## config.mk

```make
export PLATFORM = sky130hd
export DESIGN_NAME = header_line_field_splitter_unit
export DESIGN_NICKNAME = d
export VERILOG_FILES = /design/src/design/hlfs_pkg.sv /design/src/design/hlfs_fifo.sv /design/src/design/hlfs_front.sv /design/src/design/hlfs_back.sv /design/src/design/header_line_field_splitter_unit.sv
export SDC_FILE = /design/constraint.sdc
export NUM_CORES = 1
export LEC_CHECK = 0
export ABC_AREA = 1
export BUFFER_PORTS_ARGS = -buffer_cell sky130_fd_sc_hd__clkbuf_2
export CAP_MARGIN = 20
export CORE_MARGIN = 8
export CORE_UTILIZATION = 45
export DETAILED_ROUTE_END_ITERATION = 12
export HOLD_SLACK_MARGIN = 0.12
export SYNTH_ARGS = -nofsm -noshare
export SYNTH_HDL_FRONTEND = slang
export SYNTH_SLANG_ARGS = --single-unit
```

## constraint.sdc

```tcl
create_clock -name i_clk -period 6.28 [get_ports i_clk]
set_input_delay 0.628 -clock i_clk [delete_from_list [all_inputs] [get_ports i_clk]]
set_output_delay 0.628 -clock i_clk [all_outputs]
set_load 0.01 [all_outputs]
```

## src/design/hlfs_pkg.sv

```systemverilog
// Package for the header line field splitter.
// Holds the protocol constants, byte classes and the result record.
// No dependencies.
`default_nettype none
package hlfs_pkg;

    localparam logic [7:0] HDR_0    = 8'h7A;   // 'z'
    localparam logic [7:0] HDR_1    = 8'h70;   // 'p'
    localparam logic [7:0] HDR_2    = 8'h66;   // 'f'
    localparam logic [7:0] CR_BYTE  = 8'h0D;
    localparam logic [7:0] LF_BYTE  = 8'h0A;
    localparam logic [7:0] SEP_BYTE = 8'h2C;   // ','
    localparam logic [7:0] NUL_BYTE = 8'h00;

    localparam int MAX_LEN     = 256;
    localparam int TOKEN_CHARS = 5;
    localparam int NUM_FIELDS  = 4;
    localparam int OUT_FIELDS  = 4;

    localparam int FIELD_W = 40;
    localparam int COUNT_W = 3;
    localparam int CNT_W   = $clog2(MAX_LEN);
    localparam int SLOT_W  = $clog2(NUM_FIELDS + 1);
    localparam int IDX_W   = (NUM_FIELDS > 1) ? $clog2(NUM_FIELDS) : 1;
    localparam int CHARS_W = $clog2(TOKEN_CHARS + 1);

    // Depth of the queue between the front and the back.
    localparam int QUEUE_DEPTH = 2;
    localparam int QPTR_W      = $clog2(QUEUE_DEPTH);
    localparam int QCNT_W      = $clog2(QUEUE_DEPTH + 1);

    typedef enum logic [2:0] {
        CLS_NUL,
        CLS_SEP,
        CLS_CR,
        CLS_LF,
        CLS_HDR0,
        CLS_HDR1,
        CLS_HDR2,
        CLS_TEXT
    } t_class;

    typedef struct packed {
        logic [7:0] rx_byte;
        t_class     cls;
    } t_item;

    typedef struct packed {
        logic [FIELD_W-1:0] field_a;
        logic [FIELD_W-1:0] field_b;
        logic [FIELD_W-1:0] field_c;
        logic [FIELD_W-1:0] field_d;
        logic [COUNT_W-1:0] token_count;
        logic               extra_tokens;
    } t_result;

endpackage
`default_nettype wire

```

## src/design/hlfs_fifo.sv

```systemverilog
// Short queue of classified bytes between front and back.
// Depends on hlfs_pkg (t_item, QUEUE_DEPTH).
`default_nettype none
module hlfs_fifo (
    input  wire logic           i_clk,
    input  wire logic           i_rst_n,
    input  wire logic           i_wr,
    input  wire hlfs_pkg::t_item i_wr_data,
    output logic                o_full,
    input  wire logic           i_rd,
    output hlfs_pkg::t_item     o_rd_data,
    output logic                o_empty
);

    hlfs_pkg::t_item                  r_mem [hlfs_pkg::QUEUE_DEPTH];
    logic [hlfs_pkg::QPTR_W-1:0]      r_wr_ptr;
    logic [hlfs_pkg::QPTR_W-1:0]      r_rd_ptr;
    logic [hlfs_pkg::QCNT_W-1:0]      r_cnt;
    logic                             wr_en;
    logic                             rd_en;

    assign o_full    = (r_cnt == hlfs_pkg::QCNT_W'(hlfs_pkg::QUEUE_DEPTH));
    assign o_empty   = (r_cnt == '0);
    assign wr_en     = i_wr && !o_full;
    assign rd_en     = i_rd && !o_empty;
    assign o_rd_data = r_mem[r_rd_ptr];

    always_ff @(posedge i_clk) begin
        if (wr_en) begin
            r_mem[r_wr_ptr] <= i_wr_data;
        end
    end

    always_ff @(posedge i_clk) begin
        if (!i_rst_n) begin
            r_wr_ptr <= '0;
            r_rd_ptr <= '0;
            r_cnt    <= '0;
        end else begin
            if (wr_en) begin
                r_wr_ptr <= (r_wr_ptr == hlfs_pkg::QPTR_W'(hlfs_pkg::QUEUE_DEPTH - 1))
                            ? '0 : r_wr_ptr + 1'b1;
            end
            if (rd_en) begin
                r_rd_ptr <= (r_rd_ptr == hlfs_pkg::QPTR_W'(hlfs_pkg::QUEUE_DEPTH - 1))
                            ? '0 : r_rd_ptr + 1'b1;
            end
            if (wr_en && !rd_en) begin
                r_cnt <= r_cnt + 1'b1;
            end else if (rd_en && !wr_en) begin
                r_cnt <= r_cnt - 1'b1;
            end
        end
    end

`ifndef ASSERT_OFF
    a_cnt_range: assert property (@(posedge i_clk) disable iff (!i_rst_n)
        r_cnt <= hlfs_pkg::QCNT_W'(hlfs_pkg::QUEUE_DEPTH))
        else $error("queue count out of range");
    a_cnt_inc: assert property (@(posedge i_clk) disable iff (!i_rst_n)
        (wr_en && !rd_en) |=> (r_cnt == $past(r_cnt) + 1'b1))
        else $error("queue count missed a write");
    a_ptr_gap: assert property (@(posedge i_clk) disable iff (!i_rst_n)
        (r_cnt == '0) |-> (r_wr_ptr == r_rd_ptr))
        else $error("empty queue with pointers apart");
`endif

endmodule
`default_nettype wire

```

## src/design/hlfs_front.sv

```systemverilog
// Front end: accepts received bytes and tags each with its byte class.
// Depends on hlfs_pkg (t_item, t_class, byte constants).
`default_nettype none
module hlfs_front (
    input  wire logic         i_clk,
    input  wire logic         i_rst_n,
    input  wire logic         i_push,
    output logic              o_full,
    input  wire logic [7:0]   i_rx_byte,
    output logic              o_wr,
    output hlfs_pkg::t_item   o_wr_data,
    input  wire logic         i_q_full
);

    logic            r_valid;
    logic            n_valid;
    hlfs_pkg::t_item r_item;
    hlfs_pkg::t_item n_item;
    logic            accept;

    assign o_full    = r_valid && i_q_full;
    assign accept    = i_push && !o_full;
    assign o_wr      = r_valid;
    assign o_wr_data = r_item;

    always_comb begin
        n_item.rx_byte = i_rx_byte;
        unique case (i_rx_byte)
            hlfs_pkg::NUL_BYTE: n_item.cls = hlfs_pkg::CLS_NUL;
            hlfs_pkg::SEP_BYTE: n_item.cls = hlfs_pkg::CLS_SEP;
            hlfs_pkg::CR_BYTE:  n_item.cls = hlfs_pkg::CLS_CR;
            hlfs_pkg::LF_BYTE:  n_item.cls = hlfs_pkg::CLS_LF;
            hlfs_pkg::HDR_0:    n_item.cls = hlfs_pkg::CLS_HDR0;
            hlfs_pkg::HDR_1:    n_item.cls = hlfs_pkg::CLS_HDR1;
            hlfs_pkg::HDR_2:    n_item.cls = hlfs_pkg::CLS_HDR2;
            default:            n_item.cls = hlfs_pkg::CLS_TEXT;
        endcase
        n_valid = accept || (r_valid && i_q_full);
    end

    always_ff @(posedge i_clk) begin
        if (!i_rst_n) begin
            r_valid <= 1'b0;
        end else begin
            r_valid <= n_valid;
        end
    end

    always_ff @(posedge i_clk) begin
        if (accept) begin
            r_item <= n_item;
        end
    end

endmodule
`default_nettype wire

```

## src/design/hlfs_back.sv

```systemverilog
// Back end: line framing, token splitting and the result register.
// Depends on hlfs_pkg (t_item, t_result, limits).
`default_nettype none
module hlfs_back (
    input  wire logic         i_clk,
    input  wire logic         i_rst_n,
    input  wire logic         i_q_empty,
    input  wire hlfs_pkg::t_item i_item,
    output logic              o_rd,
    input  wire logic         i_pop,
    output logic              o_empty,
    output hlfs_pkg::t_result o_result
);

    typedef enum logic [1:0] {
        PH_HUNT,
        PH_LOAD,
        PH_CR
    } t_phase;

    t_phase                          r_phase,    n_phase;
    logic [1:0]                      r_hdr_pos,  n_hdr_pos;
    logic [hlfs_pkg::CNT_W-1:0]      r_cnt,      n_cnt;
    logic [hlfs_pkg::FIELD_W-1:0]    r_store [hlfs_pkg::NUM_FIELDS];
    logic [hlfs_pkg::FIELD_W-1:0]    n_store [hlfs_pkg::NUM_FIELDS];
    logic [hlfs_pkg::SLOT_W-1:0]     r_slot,     n_slot;
    logic [hlfs_pkg::CHARS_W-1:0]    r_chars,    n_chars;
    logic                            r_ended,    n_ended;
    logic                            r_extra,    n_extra;
    logic                            r_out_valid, n_out_valid;
    hlfs_pkg::t_result               r_out,      n_out;

    logic                            go;
    logic                            produce;
    logic                            clear;
    logic [hlfs_pkg::SLOT_W:0]       cnt_sum;
    logic [hlfs_pkg::FIELD_W-1:0]    fld [hlfs_pkg::OUT_FIELDS];

    assign go       = !i_q_empty && (!r_out_valid || i_pop);
    assign o_rd     = go;
    assign o_empty  = !r_out_valid;
    assign o_result = r_out;

    always_comb begin
        for (int k = 0; k < hlfs_pkg::OUT_FIELDS; k++) begin
            fld[k] = (k < hlfs_pkg::NUM_FIELDS) ? r_store[k] : '0;
        end
        cnt_sum = (hlfs_pkg::SLOT_W + 1)'(r_slot) + ((r_chars != '0) ? 1'b1 : 1'b0);
        if (cnt_sum > (hlfs_pkg::SLOT_W + 1)'(hlfs_pkg::NUM_FIELDS)) begin
            cnt_sum = (hlfs_pkg::SLOT_W + 1)'(hlfs_pkg::NUM_FIELDS);
        end
        if (cnt_sum > (hlfs_pkg::SLOT_W + 1)'(hlfs_pkg::OUT_FIELDS)) begin
            cnt_sum = (hlfs_pkg::SLOT_W + 1)'(hlfs_pkg::OUT_FIELDS);
        end
    end

    always_comb begin
        n_phase   = r_phase;
        n_hdr_pos = r_hdr_pos;
        n_cnt     = r_cnt;
        n_store   = r_store;
        n_slot    = r_slot;
        n_chars   = r_chars;
        n_ended   = r_ended;
        n_extra   = r_extra;
        produce   = 1'b0;
        clear     = 1'b0;

        if (go) begin
            unique case (r_phase)
                PH_LOAD: begin
                    if (i_item.cls == hlfs_pkg::CLS_CR) begin
                        n_phase = PH_CR;
                    end else begin
                        if (!r_ended) begin
                            case (i_item.cls)
                                hlfs_pkg::CLS_NUL: n_ended = 1'b1;
                                hlfs_pkg::CLS_SEP: begin
                                    if (r_chars != '0) begin
                                        if (r_slot < hlfs_pkg::SLOT_W'(hlfs_pkg::NUM_FIELDS)) begin
                                            n_slot = r_slot + 1'b1;
                                        end
                                        n_chars = '0;
                                    end
                                end
                                default: begin
                                    if (r_chars == '0 &&
                                        r_slot >= hlfs_pkg::SLOT_W'(hlfs_pkg::NUM_FIELDS)) begin
                                        n_extra = 1'b1;
                                    end
                                    if (r_slot < hlfs_pkg::SLOT_W'(hlfs_pkg::NUM_FIELDS) &&
                                        r_chars < hlfs_pkg::CHARS_W'(hlfs_pkg::TOKEN_CHARS)) begin
                                        for (int i = 0; i < hlfs_pkg::TOKEN_CHARS; i++) begin
                                            if (r_chars == hlfs_pkg::CHARS_W'(i) && 8 * i < hlfs_pkg::FIELD_W) begin
                                                n_store[r_slot[hlfs_pkg::IDX_W-1:0]][8*i +: 8] =
                                                    i_item.rx_byte;
                                            end
                                        end
                                    end
                                    if (r_chars < hlfs_pkg::CHARS_W'(hlfs_pkg::TOKEN_CHARS)) begin
                                        n_chars = r_chars + 1'b1;
                                    end
                                end
                            endcase
                        end
                        n_cnt = r_cnt + 1'b1;
                        if (r_cnt == hlfs_pkg::CNT_W'(hlfs_pkg::MAX_LEN - 1)) begin
                            clear   = 1'b1;
                            n_phase = PH_HUNT;
                        end
                    end
                end
                PH_CR: begin
                    produce   = (i_item.cls == hlfs_pkg::CLS_LF);
                    clear     = 1'b1;
                    n_phase   = PH_HUNT;
                    n_hdr_pos = 2'd0;
                end
                default: begin
                    // hunting; the spare phase code behaves the same
                    n_phase = PH_HUNT;
                    if (r_hdr_pos == 2'd0 && i_item.cls == hlfs_pkg::CLS_HDR0) begin
                        n_hdr_pos = 2'd1;
                    end else if (r_hdr_pos == 2'd1 && i_item.cls == hlfs_pkg::CLS_HDR1) begin
                        n_hdr_pos = 2'd2;
                    end else if (r_hdr_pos == 2'd2 && i_item.cls == hlfs_pkg::CLS_HDR2) begin
                        n_hdr_pos = 2'd0;
                        clear     = 1'b1;
                        n_phase   = PH_LOAD;
                    end else begin
                        n_hdr_pos = 2'd0;
                    end
                end
            endcase
        end

        if (clear) begin
            n_cnt   = '0;
            n_slot  = '0;
            n_chars = '0;
            n_ended = 1'b0;
            n_extra = 1'b0;
            for (int k = 0; k < hlfs_pkg::NUM_FIELDS; k++) begin
                n_store[k] = '0;
            end
        end

        n_out.field_a      = fld[0];
        n_out.field_b      = fld[1];
        n_out.field_c      = fld[2];
        n_out.field_d      = fld[3];
        n_out.token_count  = hlfs_pkg::COUNT_W'(cnt_sum);
        n_out.extra_tokens = r_extra;

        if (produce) begin
            n_out_valid = 1'b1;
        end else if (i_pop) begin
            n_out_valid = 1'b0;
        end else begin
            n_out_valid = r_out_valid;
        end
    end

    always_ff @(posedge i_clk) begin
        if (!i_rst_n) begin
            r_phase     <= PH_HUNT;
            r_hdr_pos   <= 2'd0;
            r_cnt       <= '0;
            r_slot      <= '0;
            r_chars     <= '0;
            r_ended     <= 1'b0;
            r_extra     <= 1'b0;
            r_out_valid <= 1'b0;
            for (int k = 0; k < hlfs_pkg::NUM_FIELDS; k++) begin
                r_store[k] <= '0;
            end
        end else begin
            r_phase     <= n_phase;
            r_hdr_pos   <= n_hdr_pos;
            r_cnt       <= n_cnt;
            r_slot      <= n_slot;
            r_chars     <= n_chars;
            r_ended     <= n_ended;
            r_extra     <= n_extra;
            r_out_valid <= n_out_valid;
            r_store     <= n_store;
        end
    end

    always_ff @(posedge i_clk) begin
        if (produce) begin
            r_out <= n_out;
        end
    end

`ifndef ASSERT_OFF
    a_slot_range: assert property (@(posedge i_clk) disable iff (!i_rst_n)
        (r_slot <= hlfs_pkg::SLOT_W'(hlfs_pkg::NUM_FIELDS)) &&
        (r_chars <= hlfs_pkg::CHARS_W'(hlfs_pkg::TOKEN_CHARS)))
        else $error("token slot or char count out of range");
    a_result_from_cr: assert property (@(posedge i_clk) disable iff (!i_rst_n)
        produce |-> (r_phase == PH_CR))
        else $error("result outside the after-CR phase");
    a_hunt_clean: assert property (@(posedge i_clk) disable iff (!i_rst_n)
        (r_phase == PH_LOAD) |-> (r_hdr_pos == 2'd0))
        else $error("header position left set during payload");
    a_no_overwrite: assert property (@(posedge i_clk) disable iff (!i_rst_n)
        (r_out_valid && !i_pop) |-> !go)
        else $error("back end advanced over a waiting result");
`endif

endmodule
`default_nettype wire

```

## src/design/header_line_field_splitter_unit.sv

```systemverilog
// Top level of the header line field splitter.
// Depends on hlfs_pkg, hlfs_front, hlfs_fifo and hlfs_back.
//
// Usage:
//   Input channel: one received byte per transaction on i_rx_byte, taken at
//   a rising edge with push high and full low. Result channel: one
//   transaction per complete "zpf" line (payload, CR, LF); the result sits on
//   the o_ ports while empty is low and leaves at an edge with pop high.
//   Each result carries the first four comma separated tokens (five chars
//   each, first char in the low byte, zero padded), the token count capped
//   at four and a flag for surplus tokens.
// Path: the LF byte passes the front register and the queue; the back end
//   then loads the result register as it takes that byte.
// Throughput: one byte per cycle while no result waits untaken; each byte
//   is a single step of the back end's framing logic, and the front accepts
//   while the queue has room.
// Stalls: if a result waits untaken, the back end holds; the queue and the
//   front register fill, then full rises. Full never depends combinationally
//   on pop.
// Reset: i_rst_n low at a clock edge returns to header hunting with empty
//   queues, no waiting result and cleared token fields.
`default_nettype none
module header_line_field_splitter_unit (
    input  wire logic                            i_clk,
    input  wire logic                            i_rst_n,
    input  wire logic                            push,
    output logic                                 full,
    input  wire logic [7:0]                      i_rx_byte,
    output logic                                 empty,
    input  wire logic                            pop,
    output logic [hlfs_pkg::FIELD_W-1:0]         o_field_a,
    output logic [hlfs_pkg::FIELD_W-1:0]         o_field_b,
    output logic [hlfs_pkg::FIELD_W-1:0]         o_field_c,
    output logic [hlfs_pkg::FIELD_W-1:0]         o_field_d,
    output logic [hlfs_pkg::COUNT_W-1:0]         o_token_count,
    output logic                                 o_extra_tokens
);

    // front -> queue
    logic              q_wr;
    hlfs_pkg::t_item   q_wr_data;
    logic              q_full;
    // queue -> back
    logic              q_rd;
    hlfs_pkg::t_item   q_rd_data;
    logic              q_empty;
    hlfs_pkg::t_result result;

    hlfs_front u_front (
        .i_clk     (i_clk),
        .i_rst_n   (i_rst_n),
        .i_push    (push),
        .o_full    (full),
        .i_rx_byte (i_rx_byte),
        .o_wr      (q_wr),
        .o_wr_data (q_wr_data),
        .i_q_full  (q_full)
    );

    hlfs_fifo u_fifo (
        .i_clk     (i_clk),
        .i_rst_n   (i_rst_n),
        .i_wr      (q_wr),
        .i_wr_data (q_wr_data),
        .o_full    (q_full),
        .i_rd      (q_rd),
        .o_rd_data (q_rd_data),
        .o_empty   (q_empty)
    );

    hlfs_back u_back (
        .i_clk     (i_clk),
        .i_rst_n   (i_rst_n),
        .i_q_empty (q_empty),
        .i_item    (q_rd_data),
        .o_rd      (q_rd),
        .i_pop     (pop),
        .o_empty   (empty),
        .o_result  (result)
    );

    // Unpack the result record onto its ports.
    assign o_field_a      = result.field_a;
    assign o_field_b      = result.field_b;
    assign o_field_c      = result.field_c;
    assign o_field_d      = result.field_d;
    assign o_token_count  = result.token_count;
    assign o_extra_tokens = result.extra_tokens;

endmodule
`default_nettype wire
```

==> reports/metrics.csv <==
metric,value,unit
status,completed,
Worst Hold Class,primary input to register,
routed vias/inst,4.98,
ys flop type,edfxtp_1,
core area,33200,um2
num ports,178,
dominant cell type by area after synthesis,edfxtp_1,
Post-DP HPWL,21400,um
"Data required, critical path",6.72,ns
"Data arrival, critical path",3.66,ns
PortBufs,177,
top-count cell post-synth,nand2_1,
register bit total from synthesis,384,
ANT cells,0,
Logic pwr share,0.152,
Clock Sinks,384,
final WL,35100,um
power density cells,338,nW/um2
"EDFF count, synth",197,
worst skew pair latency,0.53,ns
nets@finish,1626,
vias in the first global route,9869,
post_cts resized,0,
DP Area,16200,um2
cells after synthesis,1457,
largest net degree at the start of global routing,123,
CTS buffer count,40,
Clock power frac,0.388,
R2R Path End,u_back.fld[117]$_SDFFE_PP0P_,
clock buffer depth,3,
switching power,1.70,mW
"Avg Cell Area, Syn",10.3,um2
initial antenna violation count,0,
area delta synth->final,16.1,%
grt ovf,0,
Hold Startpoint,i_rx_byte[4],
Die Wd,199,um
Synth top area share,0.393,
clock skew,0.0203,ns
first-pass GRT wire length,54900,um
post-route setup TNS,0,ns
Yosys cell types,32,
Routed Antenna Nets,0,
Internal Power,4.21,mW
max-slew violations,0,
class of the most critical setup path,register to register,
Total GRT Usage,0.174,
ys async rst share,0,
Yosys Warn Count,0,
drt pass-1 iters,7,
sequential share of the synthesized area,0.642,
clk slew on worst S/H paths,0.06,ns
reg2reg setup slack,3.06,ns
DR vias,10300,
Starting Density,0.453,
RSZ-0062 raised after global routing,no,
GP Congestion,0.796,
VDD IR-drop max,166,uV
Post-CTS Setup Bufs,0,
"Cell Area, Synth",15000,um2
drt wl/cell,16.9,um
Die H,199,um
"Design Area, Final",17500,um2
die area,39500,um2
Final Core Density,0.526,
Worst Reg-to-Reg Cells,11,
CP max FO,83,
CTS tree,done,
DRC viols,0,
DR iter-0 viols,864,
# setup viols final,0,
Final min period,3.22,ns
layout cells sized above 1,0.171,
CP endpoint kind,register,
leakage,6.70,nW
Area contributors post-synth,"edfxtp_1, dfxtp_1, nand2_1",
WHS Endpoint,u_front.o_wr_data[7]$_DFFE_PP_,
Root Buffer,clkbuf_16,
Reg power frac,0.460,
Net Sw Frac,0.288,
Fmax,311,MHz
startpoint types,register,
max cap viols,0,
Tcrit/Tclk final,0.513,
Worst-Margin Slew,1.06,ns
Final Hold Fails,0,
Hold Path Cell Cnt,1,
H-tree Lvls,2,
Synth top cells by count,"nand2_1, edfxtp_1, dfxtp_1",
synthesized net count,1484,
Slew HR,0.293,
CTS Hold Bufs,0,
FILL cells,2980,
row cnt,67,
## stage by stage
step           hold slack (ns)  setup WS, ns  total power, mW  cells
2_1_floorplan            0.409          1.47             3.42   1457
3_3_place_gp             0.412          2.93             3.64   2003
3_5_place_dp             0.415          2.87             3.67   2004
4_1_cts                  0.293          2.94             5.98   2077
5_1_grt                  0.296          2.68             6.15   2078
6_report                 0.316          3.06             5.91   2078
## cells in the final DEF, fill, tap and decap left out, types with 2 or more instances in the layout
cell type / n
nand3_1: 49
nand2_1: 366
dfxtp_1: 187
nand3_4: 10
clkbuf_1: 14
inv_1: 97
nor2b_1: 117
edfxtp_1: 197
clkbuf_8: 3
inv_2: 2
nor2_4: 3
nand4_1: 139
nor3_1: 5
buf_4: 15
and2b_1: 11
xnor2_1: 2
nor4_1: 2
buf_16: 2
nand3_2: 2
clkinv_1: 5
nor2_1: 81
inv_6: 4
nand2_2: 7
clkinv_2: 2
ha_2: 4
clkbuf_2: 177
clkbuf_16: 41
o21ai_0: 45
ha_1: 11
bufinv_16: 3
xor2_1: 6
a21oi_1: 13
## worst max-delay path, stage by stage, from the launching register on
cell and delay [ns]:
dfxtp_1 0.57, inv_2 0.20, nand2_1 0.10, nand2_1 0.15, nand3_2 0.15, nand2_2 0.09, nor2_4 0.29, buf_4 0.79
nand2_2 0.37, o21ai_0 0.26, inv_1 0.07, nor2_1 0.10
## worst max path at each step
stage	slack, ns	cells after the start	to	start
2_1_floorplan	1.47	6	u_back.o_result[0]$_DFFE_PP_	pop
3_3_place_gp	2.93	8	u_back.o_result[152]$_DFFE_PP_	pop
3_5_place_dp	2.87	8	u_back.o_result[152]$_DFFE_PP_	pop
4_1_cts	2.94	8	u_back.o_result[136]$_DFFE_PP_	register
5_1_grt	2.68	11	u_back.fld[112]$_SDFFE_PP0P_	register
6_report	3.06	11	u_back.fld[117]$_SDFFE_PP0P_	register
## layer usage
layer,up-vias,part of all wire,GRT usage
li1,5175,-,-
met1,4854,0.45,0.235
met2,264,0.47,0.288
met3,51,0.054,0.0284
met4,0,0.020,0.0494
met5,-,0,0
## sequential cells by signal (all words and copies together) (netlist names), named ones only
register / flops
u_fifo.r_cnt: 2
u_back.fld: 160
u_back.r_chars: 3
u_back.r_hdr_pos: 2
u_back.r_phase: 2
u_back.r_extra: 1
u_back.r_out_valid: 1
u_fifo.r_mem: 22
u_front.o_wr_data: 11
u_back.r_slot: 3
u_back.r_ended: 1
u_front.o_wr: 1
u_back.r_cnt: 8
u_fifo.r_wr_ptr: 1
u_back.o_result: 164
u_fifo.r_rd_ptr: 1
## power by group through the flow
stage / Sequential (mW) / Clock (mW) / Combinational [mW]
global route: 2.72 / 2.45 / 0.981
floorplan: 2.75 / 0 / 0.664
global placement: 2.77 / 0 / 0.871
finish: 2.72 / 2.30 / 0.896
CTS: 2.72 / 2.36 / 0.906
detailed placement: 2.77 / 0 / 0.902
## final cells by class
class / instances / area, um2 / share of cell area
Multi-Input combinational cell: 879 / 4530 / 0.259
Clock inverter: 15 / 160 / 0.00917
Sequential cell: 384 / 9660 / 0.553
Tap cell: 448 / 561 / 0.0321
Clock buffer: 58 / 1120 / 0.0641
Timing Repair Buffer: 194 / 1050 / 0.0603
Inverter: 100 / 380 / 0.0218
## cells by family after synthesis
| group | count (synthesis) | synth area share |
|---|---|---|
| simple gates | 794 | 0.260 |
| flops | 384 | 0.642 |
| buf+inv | 194 | 0.0591 |
| compound gates | 62 | 0.0211 |
| fa+ha+maj | 15 | 0.0125 |
| xor+xnor | 8 | 0.00466 |
(Power assumes the default switching activity.)
